## config.mk

```make
export PLATFORM = sky130hd
export DESIGN_NAME = boundary_tag_first_fit_allocator
export DESIGN_NICKNAME = d
export VERILOG_FILES = /design/src/design/btalloc_pkg.sv /design/src/design/btalloc_tag_ram.sv /design/src/design/boundary_tag_first_fit_allocator.sv
export SDC_FILE = /design/constraint.sdc
export NUM_CORES = 2
export LEC_CHECK = 0
export BUFFER_PORTS_ARGS = -buffer_cell sky130_fd_sc_hd__buf_2
export CAP_MARGIN = 5
export CORE_UTILIZATION = 40
export CTS_BUF_LIST = sky130_fd_sc_hd__clkbuf_16
export CTS_CLUSTER_DIAMETER = 40
export CTS_CLUSTER_SIZE = 40
export DETAILED_ROUTE_END_ITERATION = 10
export GPL_TIMING_DRIVEN = 0
export PLACE_DENSITY_LB_ADDON = 0.3
export SLEW_MARGIN = 25
export SYNTH_ARGS = -nofsm -noshare
export SYNTH_HDL_FRONTEND = slang
export SYNTH_HIERARCHICAL = 1
export SYNTH_SLANG_ARGS = --single-unit
export TNS_END_PERCENT = 10
```

## constraint.sdc

```tcl
create_clock -name clk -period 23.5 [get_ports clk]
set_input_delay 3.525 -clock clk [delete_from_list [all_inputs] [get_ports clk]]
set_output_delay 3.525 -clock clk [all_outputs]
set_load 0.005 [all_outputs]
```

## src/design/btalloc_pkg.sv

```systemverilog
`timescale 1ns / 1ps
// ----------------------------------------------------------------------------
// btalloc_pkg
// shared types and constants of the boundary-tag first-fit allocator
// ----------------------------------------------------------------------------
package btalloc_pkg;

  localparam int HEAP_BYTES_DEF = 1024;
  localparam int ELEM_BYTES_DEF = 8;

  // one tag word, and the pair of tags that bounds every block
  localparam int TAG_BYTES  = 8;
  localparam int TAG_SHIFT  = 3;
  localparam int PAIR_BYTES = 2 * TAG_BYTES;

  localparam int COUNT_W  = 7;
  localparam int ADDR_W   = 10;
  localparam int FREE_W   = 10;

  // tag writes queued by one request: two for a whole block or a merge, four for a split
  localparam int WQ_DEPTH = 4;

  typedef enum logic [0:0] {
    KIND_ALLOC = 1'b0,
    KIND_FREE  = 1'b1
  } kind_t;

  typedef enum logic [2:0] {
    STAT_OK           = 3'd0,
    STAT_EXCEEDS      = 3'd1,
    STAT_NO_FIT       = 3'd2,
    STAT_INVALID      = 3'd3,
    STAT_ALREADY_FREE = 3'd4
  } status_t;

  typedef struct packed {
    kind_t              kind;
    logic [COUNT_W-1:0] count;
    logic [ADDR_W-1:0]  address;
  } in_item_t;

  typedef struct packed {
    status_t           status;
    logic [ADDR_W-1:0] block_address;
    logic [FREE_W-1:0] free_left;
  } out_item_t;

  typedef enum logic [3:0] {
    S_IDLE,
    S_A_WALK,
    S_F_WALK,
    S_F_LEAD,
    S_F_END,
    S_F_PREV,
    S_F_NEXT,
    S_WRITE,
    S_DONE
  } state_t;

endpackage

```

## src/design/btalloc_tag_ram.sv

```systemverilog
`timescale 1ns / 1ps
// ----------------------------------------------------------------------------
// btalloc_tag_ram
// tag word memory, one write and one registered read per cycle
// ----------------------------------------------------------------------------
module btalloc_tag_ram import btalloc_pkg::*; #(
  parameter int HEAP_BYTES = HEAP_BYTES_DEF,
  localparam int NWORDS = HEAP_BYTES / TAG_BYTES,
  localparam int IW     = $clog2(NWORDS),
  localparam int TW     = $clog2(HEAP_BYTES) + 1
) (
  input  logic                 clk,
  input  logic                 rst_n,
  input  logic                 rd_en,
  input  logic [IW-1:0]        rd_addr,
  input  logic                 wr_en,
  input  logic [IW-1:0]        wr_addr,
  input  logic signed [TW-1:0] wr_data,
  output logic signed [TW-1:0] rd_data
);

  localparam logic signed [TW-1:0] RESET_TAG = TW'(HEAP_BYTES - PAIR_BYTES);

  logic signed [TW-1:0] mem [NWORDS];
  logic [NWORDS-1:0]    valid_r;
  logic signed [TW-1:0] q_r;
  logic                 q_valid_r;
  logic                 q_edge_r;

  always_ff @(posedge clk) begin
    if (wr_en) begin
      mem[wr_addr] <= wr_data;
    end
    if (rd_en) begin
      q_r       <= mem[rd_addr];
      q_valid_r <= valid_r[rd_addr];
      q_edge_r  <= (rd_addr == '0) || (rd_addr == IW'(NWORDS - 1));
    end
  end

  // unwritten words read as the single free block spanning the heap
  always_ff @(posedge clk) begin
    if (!rst_n) begin
      valid_r <= '0;
    end else if (wr_en) begin
      valid_r[wr_addr] <= 1'b1;
    end
  end

  assign rd_data = q_valid_r ? q_r : (q_edge_r ? RESET_TAG : '0);

endmodule

```

## src/design/boundary_tag_first_fit_allocator.sv

```systemverilog
`timescale 1ns / 1ps
// ----------------------------------------------------------------------------
// boundary_tag_first_fit_allocator
// first-fit heap allocator with boundary tags and coalescing on free
// ----------------------------------------------------------------------------
// One transaction at a time: the block stalls its input from acceptance until
// the result is loaded into the output register. Timing is set by the single
// read port of the tag memory, one tag word per cycle, followed by up to four
// tag writes through the same memory. An allocate reads the blocks visited by
// the first-fit walk (42 at most at the default heap size) and, when it finds one,
// writes its tags; one that finds none writes no tags. A free that succeeds reads
// the blocks in front of the freed one, its two tags and its neighbours, then
// writes the merged tags; a rejected free ends early and writes no tags. A zero
// count, a request above the free total, a misaligned address or one below the
// first user area is answered without a memory read. No clearing pass is needed
// after reset: words never written read as one free block spanning the heap.
// ----------------------------------------------------------------------------
module boundary_tag_first_fit_allocator import btalloc_pkg::*; #(
  parameter int HEAP_BYTES = HEAP_BYTES_DEF,
  parameter int ELEM_BYTES = ELEM_BYTES_DEF
) (
  input  logic      clk,
  input  logic      rst_n,
  input  logic      in_valid,
  output logic      in_stall,
  input  in_item_t  in_data,
  output logic      out_valid,
  input  logic      out_stall,
  output out_item_t out_data
);

  localparam int NWORDS  = HEAP_BYTES / TAG_BYTES;
  localparam int IW      = $clog2(NWORDS);
  localparam int TW      = $clog2(HEAP_BYTES) + 1;
  localparam int FTW     = $clog2(HEAP_BYTES);
  localparam int NEED_W  = $clog2(((2 ** COUNT_W) - 1) * ELEM_BYTES + TAG_BYTES + 1);
  localparam int AW      = ((TW > NEED_W) ? TW : NEED_W) + 2;
  localparam int WQ_IW   = $clog2(WQ_DEPTH);

  typedef logic signed [AW-1:0] num_t;

  localparam num_t NUM_ZERO   = '0;
  localparam num_t NUM_ONE    = AW'(1);
  localparam num_t NUM_TWO    = AW'(2);
  localparam num_t NUM_PAIR   = AW'(PAIR_BYTES);
  localparam num_t NUM_ELEM   = AW'(ELEM_BYTES);
  localparam num_t NUM_TAG_M1 = AW'(TAG_BYTES - 1);
  localparam num_t NUM_NW     = AW'(NWORDS);
  localparam logic [FTW-1:0] FREE_INIT = FTW'(HEAP_BYTES - PAIR_BYTES);

  // sequencer and working registers
  state_t         state_r, state_nxt;
  num_t           w_r, w_nxt;
  num_t           lead_r, lead_nxt;
  num_t           end_r, end_nxt;
  num_t           t_r, t_nxt;
  num_t           need_r, need_nxt;
  num_t           start_r, start_nxt;
  num_t           size_r, size_nxt;
  num_t           gain_r, gain_nxt;
  logic [FTW-1:0] free_r, free_nxt;
  status_t        status_r, status_nxt;
  logic [ADDR_W-1:0] baddr_r, baddr_nxt;

  // pending tag writes
  logic [IW-1:0]        wq_addr_r [WQ_DEPTH];
  logic signed [TW-1:0] wq_data_r [WQ_DEPTH];
  logic [WQ_DEPTH-1:0]  wq_en_r;
  logic [WQ_IW-1:0]     wq_idx_r, wq_idx_nxt;
  num_t                 wq_addr_c [WQ_DEPTH];
  num_t                 wq_data_c [WQ_DEPTH];
  logic [WQ_DEPTH-1:0]  wq_use_c;
  logic                 wq_load_c;

  // memory port
  logic                 rd_en_c;
  num_t                 rd_addr_c;
  logic                 wr_en_c;
  logic [IW-1:0]        wr_addr_c;
  logic signed [TW-1:0] wr_data_c;
  logic signed [TW-1:0] rd_data;

  // shared tag evaluation
  num_t tag_c, mag_c, base_c, end_c, nw_c, need_c, free_num_c, lead_in_c;
  num_t extra_c, need_end_c, split_w_c, extra_end_c;
  num_t next_w_c, prev_w_c, prev_start_c;
  num_t fin_start_c, fin_size_c, fin_gain_c, fin_end_c, free_upd_c;
  logic chain_end_c, alloc_zero_c, alloc_big_c, free_bad_c;
  logic a_fit_c, a_small_c, a_stop_c;
  logic f_walk_more_c, f_walk_bad_c, f_lead_bad_c, f_mismatch_c, f_is_free_c;
  logic lead_pos_c, has_next_c, prev_ok_c, fin_go_c;

  // handshake
  logic      in_fire;
  logic      out_load;
  logic      out_valid_r;
  out_item_t out_data_r;

  assign in_stall = (state_r != S_IDLE);
  assign in_fire  = in_valid && !in_stall;
  assign out_load = (state_r == S_DONE) && (!out_valid_r || !out_stall);

  btalloc_tag_ram #(
    .HEAP_BYTES (HEAP_BYTES)
  ) u_tag_ram (
    .clk     (clk),
    .rst_n   (rst_n),
    .rd_en   (rd_en_c),
    .rd_addr (rd_addr_c[IW-1:0]),
    .wr_en   (wr_en_c),
    .wr_addr (wr_addr_c),
    .wr_data (wr_data_c),
    .rd_data (rd_data)
  );

  // tag word just read, and everything derived from it
  always_comb begin
    tag_c  = AW'(rd_data);
    mag_c  = (tag_c < NUM_ZERO) ? -tag_c : tag_c;
    base_c = (state_r == S_F_LEAD) ? lead_r : w_r;
    // trailing tag of the block whose leading tag was read
    end_c       = base_c + (mag_c >>> TAG_SHIFT) + NUM_ONE;
    chain_end_c = (mag_c == NUM_ZERO) || (end_c >= NUM_NW);
    nw_c        = chain_end_c ? NUM_NW : end_c + NUM_ONE;

    // request decode, size rounded up to whole tag words
    need_c       = ((AW'(in_data.count) * NUM_ELEM + NUM_TAG_M1) >>> TAG_SHIFT) <<< TAG_SHIFT;
    free_num_c   = AW'(free_r);
    alloc_zero_c = (in_data.count == '0);
    alloc_big_c  = need_c > free_num_c;
    free_bad_c   = (in_data.address[TAG_SHIFT-1:0] != '0) ||
                   (in_data.address < ADDR_W'(TAG_BYTES));
    lead_in_c    = AW'(in_data.address >> TAG_SHIFT) - NUM_ONE;

    // first-fit walk
    a_fit_c     = (tag_c > NUM_ZERO) && (tag_c >= need_r);
    extra_c     = tag_c - need_r - NUM_PAIR;
    a_small_c   = extra_c < NUM_ELEM;
    need_end_c  = w_r + (need_r >>> TAG_SHIFT) + NUM_ONE;
    split_w_c   = need_end_c + NUM_ONE;
    extra_end_c = split_w_c + (extra_c >>> TAG_SHIFT) + NUM_ONE;
    a_stop_c    = nw_c >= NUM_NW;

    // free: chain walk up to the leading tag, then tag checks
    f_walk_more_c = (nw_c < lead_r) && (nw_c < NUM_NW);
    f_walk_bad_c  = (nw_c != lead_r) || (lead_r >= NUM_NW);
    f_lead_bad_c  = (tag_c == NUM_ZERO) || (end_c >= NUM_NW);
    f_mismatch_c  = tag_c != t_r;
    f_is_free_c   = t_r > NUM_ZERO;
    lead_pos_c    = lead_r > NUM_ZERO;
    next_w_c      = end_r + NUM_ONE;
    has_next_c    = next_w_c < NUM_NW;
    prev_w_c      = lead_r - NUM_ONE;
    prev_ok_c     = (tag_c > NUM_ZERO) && ((tag_c >>> TAG_SHIFT) + NUM_TWO <= lead_r);
    prev_start_c  = lead_r - (tag_c >>> TAG_SHIFT) - NUM_TWO;

    // merged block as far as the neighbours seen so far
    fin_start_c = start_r;
    fin_size_c  = size_r;
    fin_gain_c  = gain_r;
    if (state_r == S_F_END) begin
      fin_start_c = lead_r;
      fin_size_c  = -t_r;
      fin_gain_c  = -t_r;
    end else if ((state_r == S_F_PREV) && prev_ok_c) begin
      fin_start_c = prev_start_c;
      fin_size_c  = size_r + tag_c + NUM_PAIR;
      fin_gain_c  = gain_r + NUM_PAIR;
    end else if ((state_r == S_F_NEXT) && (tag_c > NUM_ZERO)) begin
      fin_size_c  = size_r + tag_c + NUM_PAIR;
      fin_gain_c  = gain_r + NUM_PAIR;
    end
    fin_end_c = fin_start_c + (fin_size_c >>> TAG_SHIFT) + NUM_ONE;
  end

  // next state
  always_comb begin
    state_nxt = state_r;
    unique case (state_r)
      S_IDLE: begin
        if (in_fire) begin
          if (in_data.kind == KIND_ALLOC) begin
            state_nxt = (alloc_zero_c || alloc_big_c) ? S_DONE : S_A_WALK;
          end else if (free_bad_c) begin
            state_nxt = S_DONE;
          end else begin
            state_nxt = (lead_in_c == NUM_ZERO) ? S_F_LEAD : S_F_WALK;
          end
        end
      end
      S_A_WALK: begin
        if (a_fit_c) begin
          state_nxt = S_WRITE;
        end else if (a_stop_c) begin
          state_nxt = S_DONE;
        end
      end
      S_F_WALK: begin
        if (!f_walk_more_c) begin
          state_nxt = f_walk_bad_c ? S_DONE : S_F_LEAD;
        end
      end
      S_F_LEAD: state_nxt = f_lead_bad_c ? S_DONE : S_F_END;
      S_F_END: begin
        if (f_mismatch_c || f_is_free_c) begin
          state_nxt = S_DONE;
        end else if (lead_pos_c) begin
          state_nxt = S_F_PREV;
        end else begin
          state_nxt = has_next_c ? S_F_NEXT : S_WRITE;
        end
      end
      S_F_PREV: state_nxt = has_next_c ? S_F_NEXT : S_WRITE;
      S_F_NEXT: state_nxt = S_WRITE;
      S_WRITE: begin
        if (wq_idx_r == WQ_IW'(WQ_DEPTH - 1)) begin
          state_nxt = S_DONE;
        end
      end
      S_DONE: begin
        if (out_load) begin
          state_nxt = S_IDLE;
        end
      end
      default: state_nxt = S_IDLE;
    endcase
  end

  // datapath controls, memory port and write queue
  always_comb begin
    w_nxt      = w_r;
    lead_nxt   = lead_r;
    end_nxt    = end_r;
    t_nxt      = t_r;
    need_nxt   = need_r;
    start_nxt  = start_r;
    size_nxt   = size_r;
    gain_nxt   = gain_r;
    status_nxt = status_r;
    baddr_nxt  = baddr_r;
    wq_idx_nxt = wq_idx_r;
    free_upd_c = free_num_c;
    fin_go_c   = 1'b0;
    wq_load_c  = 1'b0;
    wq_use_c   = '0;
    for (int i = 0; i < WQ_DEPTH; i++) begin
      wq_addr_c[i] = NUM_ZERO;
      wq_data_c[i] = NUM_ZERO;
    end
    rd_en_c   = 1'b0;
    rd_addr_c = NUM_ZERO;
    wr_en_c   = 1'b0;
    wr_addr_c = '0;
    wr_data_c = '0;

    unique case (state_r)
      S_IDLE: begin
        if (in_fire) begin
          status_nxt = STAT_OK;
          baddr_nxt  = '0;
          need_nxt   = need_c;
          lead_nxt   = lead_in_c;
          w_nxt      = NUM_ZERO;
          wq_idx_nxt = '0;
          if (in_data.kind == KIND_ALLOC) begin
            if (alloc_zero_c) begin
              status_nxt = STAT_INVALID;
            end else if (alloc_big_c) begin
              status_nxt = STAT_EXCEEDS;
            end else begin
              rd_en_c = 1'b1;
            end
          end else if (free_bad_c) begin
            status_nxt = STAT_INVALID;
          end else begin
            // both the walk and a block at word zero start there
            rd_en_c = 1'b1;
          end
        end
      end
      S_A_WALK: begin
        if (a_fit_c) begin
          baddr_nxt = ADDR_W'((w_r + NUM_ONE) <<< TAG_SHIFT);
          wq_load_c = 1'b1;
          if (a_small_c) begin
            // whole block handed out
            wq_use_c     = WQ_DEPTH'(2'b11);
            wq_addr_c[0] = w_r;
            wq_data_c[0] = -tag_c;
            wq_addr_c[1] = end_c;
            wq_data_c[1] = -tag_c;
            free_upd_c   = free_num_c - tag_c;
          end else begin
            // split: used block in front, free remainder behind
            wq_use_c     = '1;
            wq_addr_c[0] = w_r;
            wq_data_c[0] = -need_r;
            wq_addr_c[1] = need_end_c;
            wq_data_c[1] = -need_r;
            wq_addr_c[2] = split_w_c;
            wq_data_c[2] = extra_c;
            wq_addr_c[3] = extra_end_c;
            wq_data_c[3] = extra_c;
            free_upd_c   = free_num_c - need_r - NUM_PAIR;
          end
        end else if (a_stop_c) begin
          status_nxt = STAT_NO_FIT;
        end else begin
          rd_en_c   = 1'b1;
          rd_addr_c = nw_c;
          w_nxt     = nw_c;
        end
      end
      S_F_WALK: begin
        if (f_walk_more_c) begin
          rd_en_c   = 1'b1;
          rd_addr_c = nw_c;
          w_nxt     = nw_c;
        end else if (f_walk_bad_c) begin
          status_nxt = STAT_INVALID;
        end else begin
          rd_en_c   = 1'b1;
          rd_addr_c = lead_r;
        end
      end
      S_F_LEAD: begin
        if (f_lead_bad_c) begin
          status_nxt = STAT_INVALID;
        end else begin
          t_nxt     = tag_c;
          end_nxt   = end_c;
          rd_en_c   = 1'b1;
          rd_addr_c = end_c;
        end
      end
      S_F_END: begin
        if (f_mismatch_c) begin
          status_nxt = STAT_INVALID;
        end else if (f_is_free_c) begin
          status_nxt = STAT_ALREADY_FREE;
        end else begin
          start_nxt = fin_start_c;
          size_nxt  = fin_size_c;
          gain_nxt  = fin_gain_c;
          if (lead_pos_c) begin
            rd_en_c   = 1'b1;
            rd_addr_c = prev_w_c;
          end else if (has_next_c) begin
            rd_en_c   = 1'b1;
            rd_addr_c = next_w_c;
          end else begin
            fin_go_c = 1'b1;
          end
        end
      end
      S_F_PREV: begin
        start_nxt = fin_start_c;
        size_nxt  = fin_size_c;
        gain_nxt  = fin_gain_c;
        if (has_next_c) begin
          rd_en_c   = 1'b1;
          rd_addr_c = next_w_c;
        end else begin
          fin_go_c = 1'b1;
        end
      end
      S_F_NEXT: fin_go_c = 1'b1;
      S_WRITE: begin
        wr_en_c    = wq_en_r[wq_idx_r];
        wr_addr_c  = wq_addr_r[wq_idx_r];
        wr_data_c  = wq_data_r[wq_idx_r];
        wq_idx_nxt = wq_idx_r + WQ_IW'(1);
      end
      S_DONE: begin
      end
      default: begin
      end
    endcase

    // rewrite both tags of the merged block
    if (fin_go_c) begin
      wq_load_c    = 1'b1;
      wq_use_c     = WQ_DEPTH'(2'b11);
      wq_addr_c[0] = fin_start_c;
      wq_data_c[0] = fin_size_c;
      wq_addr_c[1] = fin_end_c;
      wq_data_c[1] = fin_size_c;
      free_upd_c   = free_num_c + fin_gain_c;
    end

    free_nxt = FTW'(free_upd_c);
  end

  always_ff @(posedge clk) begin
    if (!rst_n) begin
      state_r  <= S_IDLE;
      free_r   <= FREE_INIT;
      wq_idx_r <= '0;
    end else begin
      state_r  <= state_nxt;
      free_r   <= free_nxt;
      wq_idx_r <= wq_idx_nxt;
    end
  end

  always_ff @(posedge clk) begin
    w_r      <= w_nxt;
    lead_r   <= lead_nxt;
    end_r    <= end_nxt;
    t_r      <= t_nxt;
    need_r   <= need_nxt;
    start_r  <= start_nxt;
    size_r   <= size_nxt;
    gain_r   <= gain_nxt;
    status_r <= status_nxt;
    baddr_r  <= baddr_nxt;
  end

  // out-of-range tag positions are dropped, as the heap edges bound them
  always_ff @(posedge clk) begin
    if (wq_load_c) begin
      for (int i = 0; i < WQ_DEPTH; i++) begin
        wq_en_r[i]   <= wq_use_c[i] && (wq_addr_c[i] >= NUM_ZERO) &&
                        (wq_addr_c[i] < NUM_NW);
        wq_addr_r[i] <= wq_addr_c[i][IW-1:0];
        wq_data_r[i] <= wq_data_c[i][TW-1:0];
      end
    end
  end

  // result register, frees the sequencer while the transaction waits
  always_ff @(posedge clk) begin
    if (!rst_n) begin
      out_valid_r <= 1'b0;
    end else if (out_load) begin
      out_valid_r <= 1'b1;
    end else if (!out_stall) begin
      out_valid_r <= 1'b0;
    end
  end

  always_ff @(posedge clk) begin
    if (out_load) begin
      out_data_r.status        <= status_r;
      out_data_r.block_address <= baddr_r;
      out_data_r.free_left     <= FREE_W'(free_r);
    end
  end

  assign out_valid = out_valid_r;
  assign out_data  = out_data_r;

  // free total never grows past the empty heap
  a_free_bound: assert property (@(posedge clk) disable iff (!rst_n)
    free_r <= FREE_INIT)
    else $error("free total above empty heap size");

  // a loaded result leaves the sequencer idle with the result shown
  a_done_to_idle: assert property (@(posedge clk) disable iff (!rst_n)
    out_load |=> (out_valid_r && (state_r == S_IDLE)))
    else $error("result load did not return to idle");

  // the tag memory is never read and written in one cycle
  a_port_excl: assert property (@(posedge clk) disable iff (!rst_n)
    !(rd_en_c && wr_en_c))
    else $error("tag memory read and write collide");

  // every accepted transaction occupies the sequencer
  a_busy_after_accept: assert property (@(posedge clk) disable iff (!rst_n)
    in_fire |=> in_stall)
    else $error("input not stalled after accept");

endmodule

```

==> impl_metrics.env <==
export IMPL_powerDensity_mw_per_mm2=113
export IMPL_startpoint_type="flop"
export IMPL_io_buffers=43
export IMPL_synth_area_mux_share=0.143
export IMPL_cp_end_kind="flop"
export IMPL_period_minus_slack_ps=13840
export IMPL_status="complete, but fails checks"
export IMPL_globalRouteTotalUtil=0.252
export IMPL_synth_most_common_cell="edfxtp_1"
export IMPL_grt_setup_unrepaired="false"
export IMPL_crit_path_top_delay_cell="o41ai_1"
export IMPL_synth_simple_area_share=0.0525
export IMPL_overflow=0
export IMPL_die_area_mm2=0.191
export IMPL_synth_top_family_by_area="multiplexers"
export IMPL_h_tree_depth=4
export IMPL_clk_latency_ps=940
export IMPL_yosysTopAreaCell="edfxtp_1"
export IMPL_path_clk_slew_ps=50
export IMPL_start_util=0.403
export IMPL_layout_nets=5157
export IMPL_cts_buffers=235
export IMPL_drc=20
export IMPL_cts_tree="done"
export IMPL_ir_drop_mv=0.0810
export IMPL_synth_area_mm2=0.0758
export IMPL_seq_area_frac_synth=0.670
export IMPL_synth_top_area_frac=0.631
export IMPL_cts_resized=0
export IMPL_fin_worst_skew_ps=124
export IMPL_setup_tns_ps=0
export IMPL_detail_route_iter0_violations=6108
export IMPL_dp_hpwl_um=173000
export IMPL_nFillCells=15900
export IMPL_place_gp_congestion=0.955
export IMPL_vias_per_cell=6.01
export IMPL_hold_viol=0
export IMPL_setup_worst_path_class="flop to flop"
export IMPL_setup_viol=0
export IMPL_first_global_vias=45000
export IMPL_root_buffer="clkbuf_16"
export IMPL_maxCapViolations=0
export IMPL_vias=46000
export IMPL_max_freq_mhz=72.3
export IMPL_arrival_ps=14450
export IMPL_drive_gt1_frac=0.251
export IMPL_grt_pass1_wl_um=340000
export IMPL_synth_compound_area_share=0.0620
export IMPL_clkSinkCount=1740
export IMPL_rows=159
export IMPL_tightest_slew_ps=1240
export IMPL_hold_buffers=0
export IMPL_synth_distinct_cells=98
export IMPL_drv_slew=0
export IMPL_slew_headroom=0.170
export IMPL_ys_ff_latch=1740
export IMPL_ys_flop_type="edfxtp_1"
export IMPL_violations="design-rule violations"
export IMPL_syn_area_per_cell_um2=16.6
export IMPL_synthTopCellsByArea="edfxtp_1, mux4_2, dfxtp_1, ha_1, mux2i_1"
export IMPL_final_antenna_net_count=0
export IMPL_synth_edff_count=1593
export IMPL_grt_antenna_before_repair=9
export IMPL_fp_dieW_um=437
export IMPL_grt_max_degree=53
export IMPL_async_flop_share=0
export IMPL_wirelength_um=243000
export IMPL_path_common_cell="buf_4"
export IMPL_syn2layout_area_growth_pct=18.8
export IMPL_io_pins=47
export IMPL_synth_xor_area_share=0.0205
export IMPL_yosysWarnings=6
export IMPL_clock_path_buffers=3
export IMPL_critPathMaxStageDelay_ps=1120
export IMPL_drtPass1Iterations=9
export IMPL_crit_required_ps=24110
export IMPL_synthAdderAreaFrac=0.0315
export IMPL_leakage_nw=28.0
export IMPL_path_max_fanout=10
export IMPL_wire_per_inst_um=31.7
export IMPL_yosys_top_cells_count="edfxtp_1, mux4_2, nor2_1, ha_1, mux2i_1"
export IMPL_syn_inst=4557
export IMPL_period_share=0.589
export IMPL_die_h_um=437
export IMPL_coreArea_mm2=0.188
export IMPL_power_w=0.0102
export IMPL_postCtsSetupBuffers=0
export IMPL_hp_class="flop to flop"
-- state kept, by name, indices dropped and copies added, names as in the netlist, 11 cells and up, named ones only --
signal             count
u_tag_ram/mem       1408
u_tag_ram/valid_r    128
wq_addr_r             28
wq_data_r             22
out_data              20
end_r                 13
size_r                13
start_r               13
w_r                   13
t_r                   11
u_tag_ram/q_r         11
-- where the power goes --
group	leakage, nW	switching (W)	internal, W
combinational	9.27	0.00190	0.00105
sequential	14.7	0.0000743	0.00346
clock	4.08	0.00154	0.00214
total	28.0	0.00351	0.00665
-- worst paths after layout --
kind,slack [ps],cells past startpoint,from,endpoint
max,9660,45,u_tag_ram/q_valid_r,u_tag_ram/q_r[0]
min,410,0,baddr_r[7],out_data[17]
max reg2reg,9660,45,u_tag_ram/q_valid_r,u_tag_ram/q_r[0]
min reg2reg,410,0,baddr_r[7],out_data[17]
-- area by class of cell --
cell class / count / area [um^2] / share of cell area
Antenna cell: 1 / 2.50 / 0.0000278
Buffer: 217 / 1060 / 0.0118
Clock buffer: 236 / 5910 / 0.0656
Clock inverter: 214 / 2470 / 0.0274
Inverter: 154 / 581 / 0.00645
Multi-Input combinational cell: 2451 / 23900 / 0.266
Sequential cell: 1740 / 50800 / 0.564
Tap cell: 2495 / 3120 / 0.0347
Timing Repair Buffer: 151 / 2210 / 0.0246
-- cell usage in the layout (no fill, tap or decap), drive strengths merged, types with 50 or more instances in the layout --
cell    netlist  final
nand3        72     72
nand2       154    154
xnor2       120    120
clkinv        1     82
clkbuf      109    345
o21a        150    150
mux2i       170    170
a22oi        67     67
edfxtp     1593   1593
a21oi       147    147
inv         153    240
mux4        395    395
ha          177    177
nor2b        57     57
o21ai        97     97
buf         108    259
dfxtp       147    147
nor2        301    301
xor2         50     50
-- through the flow --
stage | area (um^2) | setup slack [ps] | cells | hold slack [ps] | utilization
3_3_place_gp | 79200 | 9230 | 7100 | 402 | 0.421
6_report | 90100 | 9660 | 7659 | 410 | 0.479
4_1_cts | 90000 | 10120 | 7658 | 412 | 0.479
5_1_grt | 90000 | 9190 | 7658 | 413 | 0.479
3_5_place_dp | 81700 | 10120 | 7208 | 405 | 0.434
2_1_floorplan | 75800 | 14320 | 4562 | 400 | -
-- per-layer routing --
layer / track usage / wire length, um / vias up
met4: 0.126 / 13400 / 2
li1: - / - / 18900
met3: 0.0608 / 25200 / 576
met2: 0.383 / 109000 / 2641
met1: 0.339 / 95600 / 23800
met5: 0 / 13 / -
-- kinds of logic after synthesis --
kind of cell	after synthesis
fa+ha+maj	186
buf+inv	371
simple gates	816
xor+xnor	172
compound gates	687
mux	584
other cells	1
flops	1740
-- critical path: cells and delay by family, from the launching register on --
| kind | cells | cell delay [ps] |
|---|---|---|
| mux | 1 | 160 |
| compound gates | 19 | 5600 |
| xor+xnor | 1 | 410 |
| buf+inv | 10 | 3300 |
| flops | 1 | 350 |
| simple gates | 11 | 2600 |
| fa+ha+maj | 3 | 1150 |
(Power assumes the default switching activity.)
